File: config.mk
export PLATFORM = sky130hd
export DESIGN_NAME = cobs_frame_decoder
export DESIGN_NICKNAME = d
export VERILOG_FILES = /design/src/sv/cfd_pkg.sv /design/src/sv/cfd_front.sv /design/src/sv/cfd_queue.sv /design/src/sv/cfd_back.sv /design/src/sv/cobs_frame_decoder.sv
export SDC_FILE = /design/constraint.sdc
export NUM_CORES = 1
export LEC_CHECK = 0
export ABC_AREA = 1
export BUFFER_PORTS_ARGS = -buffer_cell sky130_fd_sc_hd__buf_2
export CORE_ASPECT_RATIO = 1.4
export CORE_UTILIZATION = 46
export DETAILED_ROUTE_END_ITERATION = 16
export GPL_TIMING_DRIVEN = 0
export HOLD_SLACK_MARGIN = 0.12
export PLACE_DENSITY = 0.7
export RECOVER_POWER = 50
export SYNTH_ARGS = -nofsm -noshare
export SYNTH_HDL_FRONTEND = slang
export SYNTH_SLANG_ARGS = --single-unit
File: constraint.sdc
create_clock -name aclk -period 5.7 [get_ports aclk]
set_input_delay 0.57 -clock aclk [delete_from_list [all_inputs] [get_ports aclk]]
set_output_delay 0.57 -clock aclk [all_outputs]
set_load 0.02 [all_outputs]
File: src/sv/cfd_pkg.sv
// Shared types and constants of the COBS frame decoder.
package cfd_pkg;

    // Default width of the decoded byte counter.
    localparam int CFD_COUNT_WIDTH = 16;

    // Default depth of the request queue between front and back.
    localparam int CFD_QUEUE_DEPTH = 4;

    // Reset value of the output capacity register.
    localparam logic [15:0] CFD_CAPACITY_RESET = 16'hFFFF;

    // Code byte that announces a full block with no zero after it.
    localparam logic [7:0] CFD_FULL_CODE = 8'hFF;

    // Delimiter byte.
    localparam logic [7:0] CFD_DELIM = 8'h00;

    // Result kinds.
    localparam logic CFD_KIND_DATA = 1'b0;
    localparam logic CFD_KIND_REC  = 1'b1;

    // End record status codes.
    localparam logic [2:0] CFD_ST_OK         = 3'd0;
    localparam logic [2:0] CFD_ST_SHORT      = 3'd1;
    localparam logic [2:0] CFD_ST_UNEXPECTED = 3'd2;
    localparam logic [2:0] CFD_ST_OVERFLOW   = 3'd3;
    localparam logic [2:0] CFD_ST_MISSING    = 3'd4;

    // One classified input byte: an optional data result and an optional record.
    typedef struct packed {
        logic        has_data;
        logic        has_rec;
        logic [7:0]  data_byte;
        logic [2:0]  status;
        logic [15:0] count;
    } cfd_req_t;

endpackage

File: src/sv/cfd_front.sv
// Front end: accepts encoded bytes, tracks the COBS block state and issues requests.
module cfd_front
    import cfd_pkg::*;
#(
    parameter int COUNT_WIDTH = CFD_COUNT_WIDTH
) (
    input  logic        aclk,
    input  logic        aresetn,
    input  logic        s_valid,
    output logic        s_ready,
    input  logic [7:0]  s_in_byte,
    input  logic        s_in_last,
    input  logic [15:0] capacity,
    input  logic        q_full,
    output logic        q_push,
    output cfd_req_t    q_req
);

    localparam logic [COUNT_WIDTH-1:0] CNT_ONE = COUNT_WIDTH'(1);

    logic [7:0]             left_reg, left_next;
    logic                   prev_full_reg, prev_full_next;
    logic [COUNT_WIDTH-1:0] count_reg, count_next;
    logic                   start_reg, start_next;
    logic                   finished_reg, finished_next;
    logic                   accept;
    logic                   has_data, has_rec;
    logic [7:0]             data_byte;
    logic [2:0]             status;
    logic [31:0]            count_ext, cap_ext, count_next_ext;

    assign s_ready   = !q_full;
    assign accept    = s_valid && s_ready;
    assign count_ext = 32'(count_reg);
    assign cap_ext   = 32'(capacity);

    // Classify the byte against the current block state.
    always_comb begin
        has_data       = 1'b0;
        has_rec        = 1'b0;
        data_byte      = CFD_DELIM;
        status         = CFD_ST_OK;
        left_next      = left_reg;
        prev_full_next = prev_full_reg;
        count_next     = count_reg;
        finished_next  = finished_reg;
        if (start_reg && s_in_last) begin
            has_rec       = 1'b1;
            status        = CFD_ST_SHORT;
            finished_next = 1'b1;
        end else if (!finished_reg) begin
            if (s_in_byte == CFD_DELIM) begin
                has_rec       = 1'b1;
                status        = (left_reg != 8'd0) ? CFD_ST_UNEXPECTED : CFD_ST_OK;
                finished_next = 1'b1;
            end else if (count_ext >= cap_ext || (&count_reg)) begin
                has_rec       = 1'b1;
                status        = CFD_ST_OVERFLOW;
                finished_next = 1'b1;
            end else if (left_reg != 8'd0) begin
                has_data   = 1'b1;
                data_byte  = s_in_byte;
                count_next = count_reg + CNT_ONE;
                left_next  = left_reg - 8'd1;
            end else begin
                // A new code byte; a zero goes out first unless the last block was full.
                if (!prev_full_reg) begin
                    has_data   = 1'b1;
                    count_next = count_reg + CNT_ONE;
                end
                prev_full_next = (s_in_byte == CFD_FULL_CODE);
                left_next      = s_in_byte - 8'd1;
            end
            if (s_in_last && !finished_next) begin
                has_rec       = 1'b1;
                status        = CFD_ST_MISSING;
                finished_next = 1'b1;
            end
        end
        start_next = 1'b0;
        // The last byte of a buffer returns all buffer state to reset.
        if (s_in_last) begin
            left_next      = 8'd0;
            prev_full_next = 1'b1;
            count_next     = '0;
            start_next     = 1'b1;
            finished_next  = 1'b0;
        end
    end

    // Request toward the queue; the count is the decoded count after this byte.
    always_comb begin
        count_next_ext  = 32'(count_reg);
        if (has_data) begin
            count_next_ext = 32'(count_reg + CNT_ONE);
        end
        q_req.has_data  = has_data;
        q_req.has_rec   = has_rec;
        q_req.data_byte = data_byte;
        q_req.status    = status;
        q_req.count     = count_next_ext[15:0];
        q_push          = accept && (has_data || has_rec);
    end

    // Block state registers.
    always_ff @(posedge aclk) begin
        if (!aresetn) begin
            left_reg      <= 8'd0;
            prev_full_reg <= 1'b1;
            count_reg     <= '0;
            start_reg     <= 1'b1;
            finished_reg  <= 1'b0;
        end else if (accept) begin
            left_reg      <= left_next;
            prev_full_reg <= prev_full_next;
            count_reg     <= count_next;
            start_reg     <= start_next;
            finished_reg  <= finished_next;
        end
    end

    // A buffer that has just started has written nothing and finished nothing.
    a_start_clean: assert property (@(posedge aclk) disable iff (!aresetn)
        start_reg |-> (count_reg == '0 && !finished_reg && left_reg == 8'd0))
        else $error("front: buffer start with stale state");

endmodule

File: src/sv/cfd_queue.sv
// Short request queue that decouples the front end from the result stage.
module cfd_queue
    import cfd_pkg::*;
#(
    parameter int DEPTH = CFD_QUEUE_DEPTH
) (
    input  logic     aclk,
    input  logic     aresetn,
    input  logic     push,
    input  cfd_req_t push_req,
    output logic     full,
    input  logic     pop,
    output logic     head_valid,
    output cfd_req_t head_req
);

    localparam int PTR_W = (DEPTH > 1) ? $clog2(DEPTH) : 1;
    localparam int CNT_W = $clog2(DEPTH + 1);
    localparam logic [PTR_W-1:0] PTR_LAST = PTR_W'(DEPTH - 1);
    localparam logic [CNT_W-1:0] CNT_FULL = CNT_W'(DEPTH);

    cfd_req_t         entries_reg [DEPTH];
    logic [PTR_W-1:0] wr_ptr_reg, rd_ptr_reg;
    logic [CNT_W-1:0] fill_reg, fill_next;
    logic             do_pop;

    assign full       = (fill_reg == CNT_FULL);
    assign head_valid = (fill_reg != '0);
    assign head_req   = entries_reg[rd_ptr_reg];
    assign do_pop     = pop && head_valid;

    // Fill level follows pushes and pops.
    always_comb begin
        fill_next = fill_reg;
        if (push && !do_pop) begin
            fill_next = fill_reg + CNT_W'(1);
        end else if (!push && do_pop) begin
            fill_next = fill_reg - CNT_W'(1);
        end
    end

    // Entry storage.
    always_ff @(posedge aclk) begin
        if (push) begin
            entries_reg[wr_ptr_reg] <= push_req;
        end
    end

    // Pointers and fill level.
    always_ff @(posedge aclk) begin
        if (!aresetn) begin
            wr_ptr_reg <= '0;
            rd_ptr_reg <= '0;
            fill_reg   <= '0;
        end else begin
            if (push) begin
                wr_ptr_reg <= (wr_ptr_reg == PTR_LAST) ? '0 : wr_ptr_reg + PTR_W'(1);
            end
            if (do_pop) begin
                rd_ptr_reg <= (rd_ptr_reg == PTR_LAST) ? '0 : rd_ptr_reg + PTR_W'(1);
            end
            fill_reg <= fill_next;
        end
    end

    // The front end must never write into a full queue.
    a_no_overrun: assert property (@(posedge aclk) disable iff (!aresetn)
        push |-> !full)
        else $error("queue: push while full");

endmodule

File: src/sv/cfd_back.sv
// Back end: turns queued requests into data results and end records.
module cfd_back
    import cfd_pkg::*;
(
    input  logic        aclk,
    input  logic        aresetn,
    input  logic        q_valid,
    input  cfd_req_t    q_req,
    output logic        q_pop,
    output logic        m_valid,
    input  logic        m_ready,
    output logic        m_out_kind,
    output logic [7:0]  m_out_byte,
    output logic [2:0]  m_out_status,
    output logic [15:0] m_out_count,
    output logic        m_out_last
);

    logic        m_valid_reg, m_valid_next;
    logic        kind_reg, kind_next;
    logic [7:0]  byte_reg, byte_next;
    logic [2:0]  status_reg, status_next;
    logic [15:0] count_reg, count_next;
    logic        last_reg, last_next;
    logic        phase_reg, phase_next;
    logic        load;

    assign load = !m_valid_reg || m_ready;

    // Pick the next result beat from the head request.
    always_comb begin
        m_valid_next = m_valid_reg;
        kind_next    = kind_reg;
        byte_next    = byte_reg;
        status_next  = status_reg;
        count_next   = count_reg;
        last_next    = last_reg;
        phase_next   = phase_reg;
        q_pop        = 1'b0;
        if (load) begin
            m_valid_next = q_valid;
            if (q_valid) begin
                count_next = q_req.count;
                if (q_req.has_data && !phase_reg) begin
                    kind_next   = CFD_KIND_DATA;
                    byte_next   = q_req.data_byte;
                    status_next = CFD_ST_OK;
                    last_next   = !q_req.has_rec;
                    phase_next  = q_req.has_rec;
                    q_pop       = !q_req.has_rec;
                end else begin
                    kind_next   = CFD_KIND_REC;
                    byte_next   = CFD_DELIM;
                    status_next = q_req.status;
                    last_next   = 1'b1;
                    phase_next  = 1'b0;
                    q_pop       = 1'b1;
                end
            end
        end
    end

    // Output register and beat phase.
    always_ff @(posedge aclk) begin
        if (!aresetn) begin
            m_valid_reg <= 1'b0;
            phase_reg   <= 1'b0;
        end else begin
            m_valid_reg <= m_valid_next;
            phase_reg   <= phase_next;
        end
    end

    always_ff @(posedge aclk) begin
        kind_reg   <= kind_next;
        byte_reg   <= byte_next;
        status_reg <= status_next;
        count_reg  <= count_next;
        last_reg   <= last_next;
    end

    assign m_valid      = m_valid_reg;
    assign m_out_kind   = kind_reg;
    assign m_out_byte   = byte_reg;
    assign m_out_status = status_reg;
    assign m_out_count  = count_reg;
    assign m_out_last   = last_reg;

    // Between the two beats of one request its record is still at the head.
    a_phase_head: assert property (@(posedge aclk) disable iff (!aresetn)
        phase_reg |-> (q_valid && q_req.has_data && q_req.has_rec))
        else $error("back: second beat lost its request");

    // A record always closes the results of its input byte.
    a_rec_last: assert property (@(posedge aclk) disable iff (!aresetn)
        (m_valid_reg && kind_reg == CFD_KIND_REC) |-> last_reg)
        else $error("back: record not marked last");

    // A data beat followed by its record is never marked last.
    a_data_not_last: assert property (@(posedge aclk) disable iff (!aresetn)
        (m_valid_reg && phase_reg) |-> (!last_reg && kind_reg == CFD_KIND_DATA))
        else $error("back: first beat of a pair marked last");

endmodule

File: src/sv/cobs_frame_decoder.sv
// COBS frame decoder top level: capacity register, front end, request queue and result stage.
// The decoder accepts one encoded byte per clock cycle while the request queue is not full. Each
// byte is classified in the front end in the cycle it is accepted and the resulting request is
// queued; the result stage drives at most one result per cycle from its output register. A byte
// that yields both a data byte and an end record occupies the output for a data beat and a record
// beat; the request queue (four entries by default) absorbs these and any output stalls while
// input continues. Sustained throughput is one byte per cycle while the queue is not full,
// bounded by the single result per cycle of the output port. The capacity register is written
// through cfg_wr_en and cfg_wr_data and should only change while the decoder is idle.
module cobs_frame_decoder
    import cfd_pkg::*;
#(
    parameter int COUNT_WIDTH = CFD_COUNT_WIDTH,
    parameter int QUEUE_DEPTH = CFD_QUEUE_DEPTH
) (
    input  logic        aclk,
    input  logic        aresetn,
    input  logic        cfg_wr_en,
    input  logic [15:0] cfg_wr_data,
    input  logic        s_valid,
    output logic        s_ready,
    input  logic [7:0]  s_in_byte,
    input  logic        s_in_last,
    output logic        m_valid,
    input  logic        m_ready,
    output logic        m_out_kind,
    output logic [7:0]  m_out_byte,
    output logic [2:0]  m_out_status,
    output logic [15:0] m_out_count,
    output logic        m_out_last
);

    logic [15:0] capacity_reg;
    logic        q_full, q_push, q_pop, q_valid;
    cfd_req_t    push_req, head_req;

    // Output capacity register.
    always_ff @(posedge aclk) begin
        if (!aresetn) begin
            capacity_reg <= CFD_CAPACITY_RESET;
        end else if (cfg_wr_en) begin
            capacity_reg <= cfg_wr_data;
        end
    end

    cfd_front #(
        .COUNT_WIDTH (COUNT_WIDTH)
    ) u_front (
        .aclk      (aclk),
        .aresetn   (aresetn),
        .s_valid   (s_valid),
        .s_ready   (s_ready),
        .s_in_byte (s_in_byte),
        .s_in_last (s_in_last),
        .capacity  (capacity_reg),
        .q_full    (q_full),
        .q_push    (q_push),
        .q_req     (push_req)
    );

    cfd_queue #(
        .DEPTH (QUEUE_DEPTH)
    ) u_queue (
        .aclk       (aclk),
        .aresetn    (aresetn),
        .push       (q_push),
        .push_req   (push_req),
        .full       (q_full),
        .pop        (q_pop),
        .head_valid (q_valid),
        .head_req   (head_req)
    );

    cfd_back u_back (
        .aclk         (aclk),
        .aresetn      (aresetn),
        .q_valid      (q_valid),
        .q_req        (head_req),
        .q_pop        (q_pop),
        .m_valid      (m_valid),
        .m_ready      (m_ready),
        .m_out_kind   (m_out_kind),
        .m_out_byte   (m_out_byte),
        .m_out_status (m_out_status),
        .m_out_count  (m_out_count),
        .m_out_last   (m_out_last)
    );

endmodule
==> metrics.yaml, run 1 <==
routed_wl_um: 18300
ys_seq_area_share_pct: 61.5
failed_checks: "capacitance limit, slew limit"
leakagePower_uw: 0.00401
post_dp_cell_area_um2: 9530
grt_pass1_vias: 6111
firstDrtPassIters: 5
synth_edf_count: 145
synth_ff_type: "edfxtp_1"
finalPower_uw: 5260
critPathBufInv: 2
synthesis.area_um2: 8830
clk_pin_slew_ns: 0.08
worstPathCellList: "ha_1 > nand2_1 > nand2_1 > nand2_1 > nand2_1 > nand2_1 > nand2_1 > nor2_1 > nand2_1 > nor2_1 > nand3_1 > nand2_1 > nand2_1 > inv_1 > ha_1 > inv_1 > fa_1 > nor2_1 > nor2_1 > nand2_1 > o21ai_0 > a21oi_1"
drtIter0Drc: 421
drv_cap: 1
cts_resized: 0
ios: 61
cts_buffer_depth: 2
gp_congestion: 0.841
fin_ws_ns: 2.04
post-route-min-period_ns: 3.66
grt.total_usage_pct: 19.5
hpwl_um: 12700
fin_hold_ws_ns: 0.349
setup-violations-final: 0
routedWlPerCell_um: 14.9
required_ns: 6.07
rsz0062_at_grt: "no"
crit_arrival_ns: 4.03
drive_gt1_share_pct: 10.3
via_count: 6346
die_area_um2: 19800
cp_max_fo: 7
synth_seq_cells: 199
fin_worst_skew_ns: 0.0162
clock_sinks: 199
via_per_inst: 5.17
cts_tree: "built"
synthArstFlopShare_pct: 0
slowest_delay_ns: 0.44
grt-ovfl-total: 0
final_area_um2: 9990
grt_pass1_wl_um: 29900
critPathKind: "flop to flop"
maxSlewHeadroom_pct: -0.574
status: "complete, but fails checks"
slowest_stage: "dfxtp_1"
grt_max_degree: 30
diodes: 0
crit_path_end_kind: "flop"
yosysWarnings: 0
synth_cells: 890
fin_tns_setup_ns: 0
slew_viol_final: 29
worst_path_dominant_cell_family: "simple AND/OR/NAND/NOR gates"
vdd_drop_max_uv: 259
io_buffers: 58
finalCritPeriodShare_pct: 64.2
h-tree-depth: 4
dieHeight_um: 166
fmax_mhz: 273
finalHoldViolCount: 0
nets: 1025
cts-buffers-inserted: 17
postCtsSetupRepairBufs: 0
num_rows: 59
grt_antenna_before_repair: 0
start_kind: "flop"
yosysUniqueCellTypes: 36
die_x_um: 119
synth.net_count: 945
area_delta_synth_final_pct: 13.1
drtAntennaViolNets: 0
worst_hold_path_type: "primary input to flop"
start_util_pct: 47.3
avgSynthCellArea_um2: 9.92
cp_common_cell: "nand2_1"
power_density_nw_per_um2: 527
core_um2: 18700
drc_errors: 0
worstMarginPinSlew_ns: 1.51
largest_reg_flops: 116
cts_hold_buf: 0
clock-root-buffer: "clkbuf_16"
dp_slack_ns: 2.24
clock_latency_ns: 0.43
-- cell usage after synthesis, types with 2 or more instances --
| master | count | area (um^2) |
|---|---|---|
| edfxtp_1 | 145 | 4350 |
| nand2_1 | 136 | 510 |
| nor2_1 | 115 | 432 |
| inv_1 | 91 | 342 |
| o21ai_0 | 85 | 425 |
| dfxtp_1 | 54 | 1080 |
| a21oi_1 | 51 | 255 |
| nand3_1 | 25 | 125 |
| clkbuf_1 | 24 | 90.1 |
| ha_1 | 24 | 300 |
| o21ai_1 | 22 | 110 |
| o22ai_1 | 20 | 125 |
| nand2_2 | 13 | 81.3 |
| nor2_2 | 11 | 68.8 |
| nor3_1 | 11 | 55.1 |
| inv_2 | 10 | 37.5 |
| xor2_1 | 10 | 87.6 |
| nand4_1 | 7 | 43.8 |
| buf_2 | 5 | 25.0 |
| buf_6 | 4 | 45.0 |
| nand3_2 | 4 | 40.0 |
| nor4_1 | 4 | 25.0 |
| nand3b_1 | 3 | 22.5 |
| nor2_4 | 3 | 33.8 |
| clkinv_1 | 2 | 7.51 |
-- worst min-delay path, cell delays in order --
cell     delay (ns)
buf_2          0.08
a21oi_1        0.05
o21ai_0        0.05
-- path summary, 6_finish.rpt --
path,from,end,slack [ns],cells past startpoint
hold reg to reg,capacity_reg[2]$_SDFFE_PN1P_,capacity_reg[2]$_SDFFE_PN1P_,0.47,2
setup reg to reg,u_front.count_reg[9]$_SDFFE_PN0P_,u_queue.fill_reg[2]$_SDFFE_PN0P_,2.04,22
hold / removal,cfg_wr_data[8],capacity_reg[8]$_SDFFE_PN1P_,0.35,3
setup / recovery,u_front.count_reg[9]$_SDFFE_PN0P_,u_queue.fill_reg[2]$_SDFFE_PN0P_,2.04,22
-- through the flow --
stage	std cells	util (%)
final	1227	53.5
after floorplan	890	-
after detailed placement	1195	51.0
after global placement	1192	50.5
after global routing	1227	53.5
after CTS	1227	54.3
-- cell usage in the layout (no fill, tap or decap) --
cell type / instances
ha_1: 24
o211a_1: 1
nand3_2: 2
dfxtp_1: 54
or2_2: 1
nor4_1: 4
o31ai_1: 1
clkinvlp_4: 2
nor3_1: 11
nor2_1: 118
a31oi_1: 1
a21oi_1: 51
nand3b_1: 3
bufinv_16: 2
nand2_1: 138
nor2_4: 7
o21ai_0: 90
o22ai_1: 20
o21ai_1: 17
a22oi_1: 1
nand2_2: 12
clkbuf_16: 17
inv_2: 8
buf_2: 32
nand3_1: 27
edfxtp_1: 145
buf_1: 1
buf_6: 1
o211ai_1: 1
inv_1: 92
nand4_1: 7
nor2_2: 5
inv_8: 4
inv_6: 6
xor2_1: 10
a21o_1: 1
buf_12: 2
clkbuf_1: 59
clkinv_1: 4
fa_1: 1
-- routing by layer --
metal | vias to the layer above | share of wire, % | track usage, %
met3 | 27 | 4.9 | 3.06
met1 | 2970 | 41 | 22.3
met5 | - | 0 | 0
met4 | 0 | 2.0 | 7.10
met2 | 187 | 52 | 36.0
li1 | 3162 | - | -
-- cell families (layout without fill, tap and decap cells) --
family | count (synthesis) | in the layout | share of synthesized area [%]
adders and majority gates | 25 | 25 | 3.63
AOI/OAI and AO/OA | 184 | 184 | 10.9
and+or+nand+nor | 335 | 335 | 16.7
buffers and inverters | 137 | 230 | 6.23
DFF | 199 | 199 | 61.5
xor gates and xnor gates | 10 | 10 | 0.992
-- power by group --
group / internal, uW / switching [uW]
Sequential: 2080 / 148
Combinational: 511 / 1300
Clock: 666 / 557
Total: 3250 / 2010
-- layout make-up --
| cell class | instances | area, um^2 |
|---|---|---|
| Multi-Input combinational cell | 554 | 2820 |
| Fill cell | 1665 | 8690 |
| Clock buffer | 17 | 425 |
| Inverter | 103 | 387 |
| Sequential cell | 199 | 5440 |
| Tap cell | 244 | 305 |
| Buffer | 34 | 141 |
| Clock inverter | 15 | 176 |
| Timing Repair Buffer | 61 | 295 |
Note: power is estimated with default switching activity, not from simulation.
==> run 2: changes to the inputs <==
ABC_AREA = 0   (was 1)
PLACE_DENSITY = 0.71   (was 0.7)
clock period = 3.76 ns   (was 5.7 ns; I/O delays follow)
==> metrics.yaml, run 2 <==
regToRegEndpoint: "u_queue.fill_reg[2]$_SDFFE_PN0P_"
drv_cap: 0  # -1
maxSlewHeadroom_pct: 26.2  # +27 points
cts-buffers-inserted: 17  # unchanged
num_rows: 58  # -1.7%
core_um2: 18100  # -3.2%
synth.net_count: 676  # -28%
synth_edf_count: 145  # unchanged
io_buffers: 60  # +3.4%
via_per_inst: 5.59  # +8.1%
grt_max_degree: 30  # unchanged
status: "complete, no violations"
grt.total_usage_pct: 19.7  # +0.22 points
slowest_stage: "or4_1"
drive_gt1_share_pct: 14.6  # +4.3 points
mostFrequentLayoutCells: "edfxtp_1, clkbuf_1, nand2_1"
largest_reg_flops: 116  # unchanged
drtIter0Drc: 365  # -13%
slowest_delay_ns: 0.55  # +0.11 ns
critPathKind: "flop to flop"
required_ns: 4.11  # -1.96 ns
grt_pass1_vias: 5420  # -11%
fin_worst_skew_ns: 0.0111  # -0.00511 ns
firstDrtPassIters: 4  # -1
power_density_nw_per_um2: 697  # +32%
synthArstFlopShare_pct: 0  # unchanged
yosysWarnings: 0  # unchanged
fillers: 1515  # -9.0%
grt-ovfl-total: 0  # unchanged
clock-root-buffer: "clkbuf_16"
synth_cells: 621  # -30%
fin_tns_setup_ns: 0  # unchanged
via_count: 5335  # -16%
synth.area.top_cells: "edfxtp_1, dfxtp_1, mux4_2, ha_1, nand2_1"
vdd_drop_max_uv: 336  # +30%
fmax_mhz: 282  # +3.3%
worst_hold_path_type: "primary input to flop"
reg2reg_from: "capacity_reg[9]$_SDFFE_PN1P_"
drc_errors: 0  # unchanged
hold_depth: 3  # unchanged
drtAntennaViolNets: 0  # unchanged
synth_top_area_share_pct: 51.0  # +1.7 points
start_kind: "flop"
die_x_um: 117  # -1.7%
fin_util_pct: 53.7  # +0.20 points
crit_path_end_kind: "flop"
nets: 756  # -26%
synth_ff_type: "edfxtp_1"
routedWlPerCell_um: 18.7  # +25%
slew_viol_final: 0  # -100%
clock_sinks: 199  # unchanged
synth_seq_cells: 199  # unchanged
worstSetupEndpoint: "u_queue.fill_reg[2]$_SDFFE_PN0P_"
finalCritPeriodShare_pct: 94.3  # +30 points
diodes: 0  # unchanged
yosysUniqueCellTypes: 59  # +64%
start_util_pct: 47.2  # -0.060 points
routed_wl_um: 17800  # -2.9%
crit_arrival_ns: 3.90  # -0.13 ns
gp_congestion: 0.859  # +2.2%
cts_buffer_depth: 2  # unchanged
dieHeight_um: 163  # -1.7%
worst_path_dominant_cell_family: "compound AO/OA/AOI/OAI gates"
synthesis.area_um2: 8530  # -3.4%
cp_num_cells: 14  # -36%
grt_antenna_before_repair: 0  # unchanged
grt_pass1_wl_um: 27900  # -6.8%
ios: 61  # unchanged
critPathLaunch: "capacity_reg[9]$_SDFFE_PN1P_"
area_delta_synth_final_pct: 13.7
finalHoldViolCount: 0  # unchanged
synth_commonest_cells: "edfxtp_1, dfxtp_1, nand2_1"
avgSynthCellArea_um2: 13.7  # +38%
synth_most_common_cell: "edfxtp_1"
cts_tree: "built"
critPathBufInv: 3  # +1
hpwl_um: 12100  # -4.7%
worstMarginPinSlew_ns: 1.10  # -0.411 ns
worstPathCellList: "inv_1 > ha_1 > a21o_1 > a221o_1 > a21o_1 > or4_1 > buf_6 > o31a_1 > ha_1 > inv_1 > fa_1 > xor2_1 > or3_1 > a21oi_1"
post-synth-top-area-cell: "edfxtp_1"
rsz0062_at_grt: "no"
reg2reg_slack_ns: 0.22  # -1.82 ns
h-tree-depth: 4  # unchanged
cp_max_fo: 10  # +3
leakagePower_uw: 0.00348  # -13%
setup-violations-final: 0  # unchanged
post-route-min-period_ns: 3.54  # -0.116 ns
die_area_um2: 19100  # -3.3%
reg2reg_depth: 14  # -36%
clock_latency_ns: 0.43  # about the same
ys_seq_area_share_pct: 63.7  # +2.1 points
layout_commonest_cell: "edfxtp_1"
clk_pin_slew_ns: 0.08  # about the same
-- run 2: area by class of cell --
| class | instances | area, um^2 | area share [%] |
|---|---|---|---|
| multi-input combinational | 359 | 2840 | 29.3 |
| clock inverter | 15 | 170 | 1.75 |
| buffer | 33 | 136 | 1.41 |
| clock buffer | 17 | 425 | 4.38 |
| inverter | 29 | 109 | 1.12 |
| sequential | 199 | 5440 | 56.0 |
| timing repair buffer | 62 | 284 | 2.93 |
| tap | 240 | 300 | 3.10 |
-- run 2: repair_timing --
action | 4_1_cts | 5_1_grt
setup endpoints to repair | 1 | 2
gates cloned | 0 | 0
hold endpoints to repair | 0 | 0
setup buffers | 0 | 1
resized for setup | 1 | 1
hold buffers | 0 | 0
-- run 2: where the power goes --
group	switching, uW	internal, uW	total [uW]
clock network	915	903	1820
registers	141	2920	3070
logic	1200	681	1880
-- run 2: logic make-up (layout without fill, tap and decap cells) --
group | count (synthesis) | after routing | share of synthesized area, %
xor+xnor | 19 | 19 | 1.95
compound gates | 106 | 106 | 8.21
buf+inv | 63 | 156 | 2.93
simple gates | 172 | 172 | 10.8
flops | 199 | 199 | 63.7
mux | 37 | 37 | 8.64
fa+ha+maj | 25 | 25 | 3.75
-- run 2: metal layers --
metal | up-vias | wire length (um) | GRT usage [%]
li1 | 2534 | - | -
met1 | 2632 | 7220 | 22.8
met2 | 146 | 9620 | 35.9
met3 | 23 | 642 | 3.15
met4 | 0 | 323 | 7.31
met5 | - | 0 | 0
-- run 2: worst register-to-register path, stage by stage, from the launching register on --
cell     delay [ns]
dfxtp_1        0.33
inv_1          0.07
ha_1           0.31
a21o_1         0.19
a221o_1        0.31
a21o_1         0.22
or4_1          0.55
buf_6          0.17
o31a_1         0.27
ha_1           0.24
inv_1          0.07
fa_1           0.19
xor2_1         0.08
or3_1          0.32
a21oi_1        0.15
-- run 2: how the worst min path moves through the flow --
stage,from,end,slack (ns)
CTS,cfg_wr_data[11],capacity_reg[11]$_SDFFE_PN1P_,0.15
global route,cfg_wr_data[12],capacity_reg[12]$_SDFFE_PN1P_,0.16
finish,cfg_wr_data[1],capacity_reg[1]$_SDFFE_PN1P_,0.16
detailed placement,u_front.left_reg[7]$_SDFFE_PN0P_,u_front.left_reg[7]$_SDFFE_PN0P_,0.47
global placement,u_queue.rd_ptr_reg[0]$_SDFFE_PN0P_,u_queue.rd_ptr_reg[0]$_SDFFE_PN0P_,0.47
floorplan,capacity_reg[0]$_SDFFE_PN1P_,capacity_reg[0]$_SDFFE_PN1P_,0.45
-- run 2: per-stage QoR --
stage	total power (uW)	setup slack, ns	area, um^2	instances	hold WS (ns)
final	6770	0.215	9700	954	0.161
after global routing	7090	0.0941	9700	954	0.160
after CTS	6860	0.0215	9770	954	0.148
after detailed placement	5040	-0.286	9170	922	0.475
after global placement	4940	-0.687	9130	921	0.475
after floorplan	4440	0.306	8530	621	0.448
==> run 3: changes to the inputs <==
PLACE_DENSITY = 0.7   (was 0.71)
SKIP_CTS_REPAIR_TIMING = 1   (was unset)
SYNTH_HIERARCHICAL = 1   (was unset)
==> metrics.yaml, run 3 <==
hp-start: "cfg_wr_data[12]"
drv_cap: 0  # unchanged
dieHeight_um: 166  # +1.6%
synth_top_area_share_pct: 49.5  # -1.6 points
post-synth-top-area-cell: "edfxtp_1"
grt-ovfl-total: 0  # unchanged
h-tree-depth: 4  # unchanged
fin_cells: 988  # +3.6%
avgSynthCellArea_um2: 13.5  # -1.9%
io_buffers: 59  # -1.7%
clock_sinks: 199  # unchanged
synth.net_count: 708  # +4.7%
place_inst: 956  # +3.7%
cts_tree: "built"
fin_ws_ns: 0.0518  # -0.164 ns
via_count: 5529  # +3.6%
grt_pass1_vias: 5752  # +6.1%
die_area_um2: 19700  # +3.1%
synth_edf_count: 145  # unchanged
worst_hold_path_type: "primary input to flop"
grt_pass1_wl_um: 28100  # +0.70%
post-route-min-period_ns: 3.71  # +0.164 ns
cts-buffers-inserted: 17  # unchanged
reg2reg_from: "u_front/count_reg[0]$_SDFFE_PN0P_"
required_ns: 4.11  # about the same
area_delta_synth_final_pct: 13.0
synth.area.top_cells: "edfxtp_1, dfxtp_1, mux4_2, ha_1, mux2i_1"
start_kind: "flop"
cp_max_fo: 7  # -3
synth_commonest_cells: "edfxtp_1, dfxtp_1, nand2_1, inv_1, nand3_1"
layout_commonest_cell: "edfxtp_1"
yosysUniqueCellTypes: 60  # +1.7%
critPathLaunch: "u_front/count_reg[0]$_SDFFE_PN0P_"
synth_cells: 653  # +5.2%
synth_ff_type: "edfxtp_1"
num_rows: 59  # +1.7%
grt_max_degree: 30  # unchanged
setup-violations-final: 0  # unchanged
drc_errors: 0  # unchanged
grt.total_usage_pct: 18.1  # -1.5 points
routedWlPerCell_um: 17.6  # -6.0%
synth_most_common_cell: "edfxtp_1"
gp_congestion: 0.843  # -1.9%
maxSlewHeadroom_pct: 23.9  # -2.3 points
slew_viol_final: 0  # unchanged
vdd_drop_max_uv: 370  # +9.9%
diodes: 0  # unchanged
mostFrequentLayoutCells: "edfxtp_1, clkbuf_1, dfxtp_1"
fin_tns_setup_ns: 0  # unchanged
drtIter0Drc: 440  # +21%
yosysWarnings: 6  # +6
clock-root-buffer: "clkbuf_16"
crit_arrival_ns: 4.06  # +0.16 ns
cts_buffer_depth: 2  # unchanged
ys_seq_area_share_pct: 61.7  # -2.0 points
routed_wl_um: 17300  # -2.6%
synthesis.area_um2: 8800  # +3.2%
nets: 786  # +4.0%
finalCritPeriodShare_pct: 98.6  # +4.4 points
drtAntennaViolNets: 0  # unchanged
finalHoldViolCount: 0  # unchanged
worstMarginPinSlew_ns: 1.13  # +0.0345 ns
start_util_pct: 47.1  # -0.081 points
crit_path_end_kind: "flop"
clk_pin_slew_ns: 0.08  # about the same
largest_reg_flops: 116  # unchanged
core_um2: 18700  # +3.4%
power_density_nw_per_um2: 684  # -1.9%
clock_latency_ns: 0.43  # about the same
synth_seq_cells: 199  # unchanged
status: "complete, no violations"
leakagePower_uw: 0.00357  # +2.5%
ios: 61  # unchanged
hpwl_um: 12300  # +1.7%
fillers: 1571  # +3.7%
synthArstFlopShare_pct: 0  # unchanged
fmax_mhz: 270  # -4.4%
critPathKind: "flop to flop"
fin_worst_skew_ns: 0.0150  # +0.00394 ns
rsz0062_at_grt: "yes"
drive_gt1_share_pct: 14.9  # +0.35 points
via_per_inst: 5.60  # about the same
dp_slack_ns: -0.146  # +0.140 ns
die_x_um: 119  # +1.5%
grt_antenna_before_repair: 0  # unchanged
firstDrtPassIters: 5  # +1
-- run 3: final timing paths --
| check | endpoint | slack, ns | cells after the start |
|---|---|---|---|
| hold / removal | capacity_reg[12]$_SDFFE_PN1P_ | 0.16 | 3 |
| setup / recovery | u_queue/fill_reg[2]$_SDFFE_PN0P_ | 0.05 | 14 |
| setup reg to reg | u_queue/fill_reg[2]$_SDFFE_PN0P_ | 0.05 | 14 |
| hold reg to reg | capacity_reg[9]$_SDFFE_PN1P_ | 0.48 | 2 |
-- run 3: area by class of cell --
| type | instances | area [um^2] | area share, % |
|---|---|---|---|
| tap | 244 | 305 | 3.07 |
| inverter | 44 | 165 | 1.66 |
| clock inverter | 14 | 150 | 1.51 |
| clock buffer | 18 | 439 | 4.41 |
| multi-input combinational | 381 | 3030 | 30.4 |
| sequential | 199 | 5440 | 54.6 |
| buffer | 29 | 171 | 1.72 |
| timing repair buffer | 59 | 255 | 2.57 |
-- run 3: power by group --
group / internal, uW / switching [uW] / total (uW)
sequential: 2940 / 145 / 3080
combinational: 748 / 1190 / 1940
clock: 909 / 872 / 1780
total: 4600 / 2210 / 6810
-- run 3: cells by family after synthesis --
| group | share of synthesized area, % |
|---|---|
| AOI/OAI and AO/OA | 6.15 |
| xor gates and xnor gates | 1.89 |
| adders and majority gates | 3.64 |
| buffers and inverters | 3.92 |
| DFF | 61.7 |
| muxes | 10.1 |
| and+or+nand+nor | 12.6 |
-- run 3: through the flow --
| stage | total power (uW) | util (%) | hold slack [ns] | area (um^2) |
|---|---|---|---|---|
| global placement | 5070 | 50.4 | 0.460 | 9410 |
| global route | 7150 | 53.3 | 0.159 | 9950 |
| CTS | 6930 | 53.5 | 0.140 | 10000 |
| floorplan | 4570 | - | 0.441 | 8800 |
| finish | 6810 | 53.3 | 0.158 | 9950 |
| detailed placement | 5150 | 50.4 | 0.465 | 9410 |
-- run 3: per-layer routing --
layer	wire, um	share of wire [%]	global-route usage [%]
met1	7040	41	20.5
met2	9180	53	33.1
met3	647	3.7	2.65
met4	478	2.8	8.97
met5	0	0	0
-- run 3: worst max-delay path: stages, from the launching register on --
cell,delay [ns]
dfxtp_1,0.39
inv_1,0.12
ha_1,0.28
nand2b_1,0.13
a2111oi_0,0.58
a2111oi_2,0.11
nor3_1,0.37
nand2_1,0.17
o31a_1,0.41
ha_1,0.26
inv_1,0.08
fa_1,0.18
xor2_1,0.08
or3_1,0.31
a21boi_0,0.17
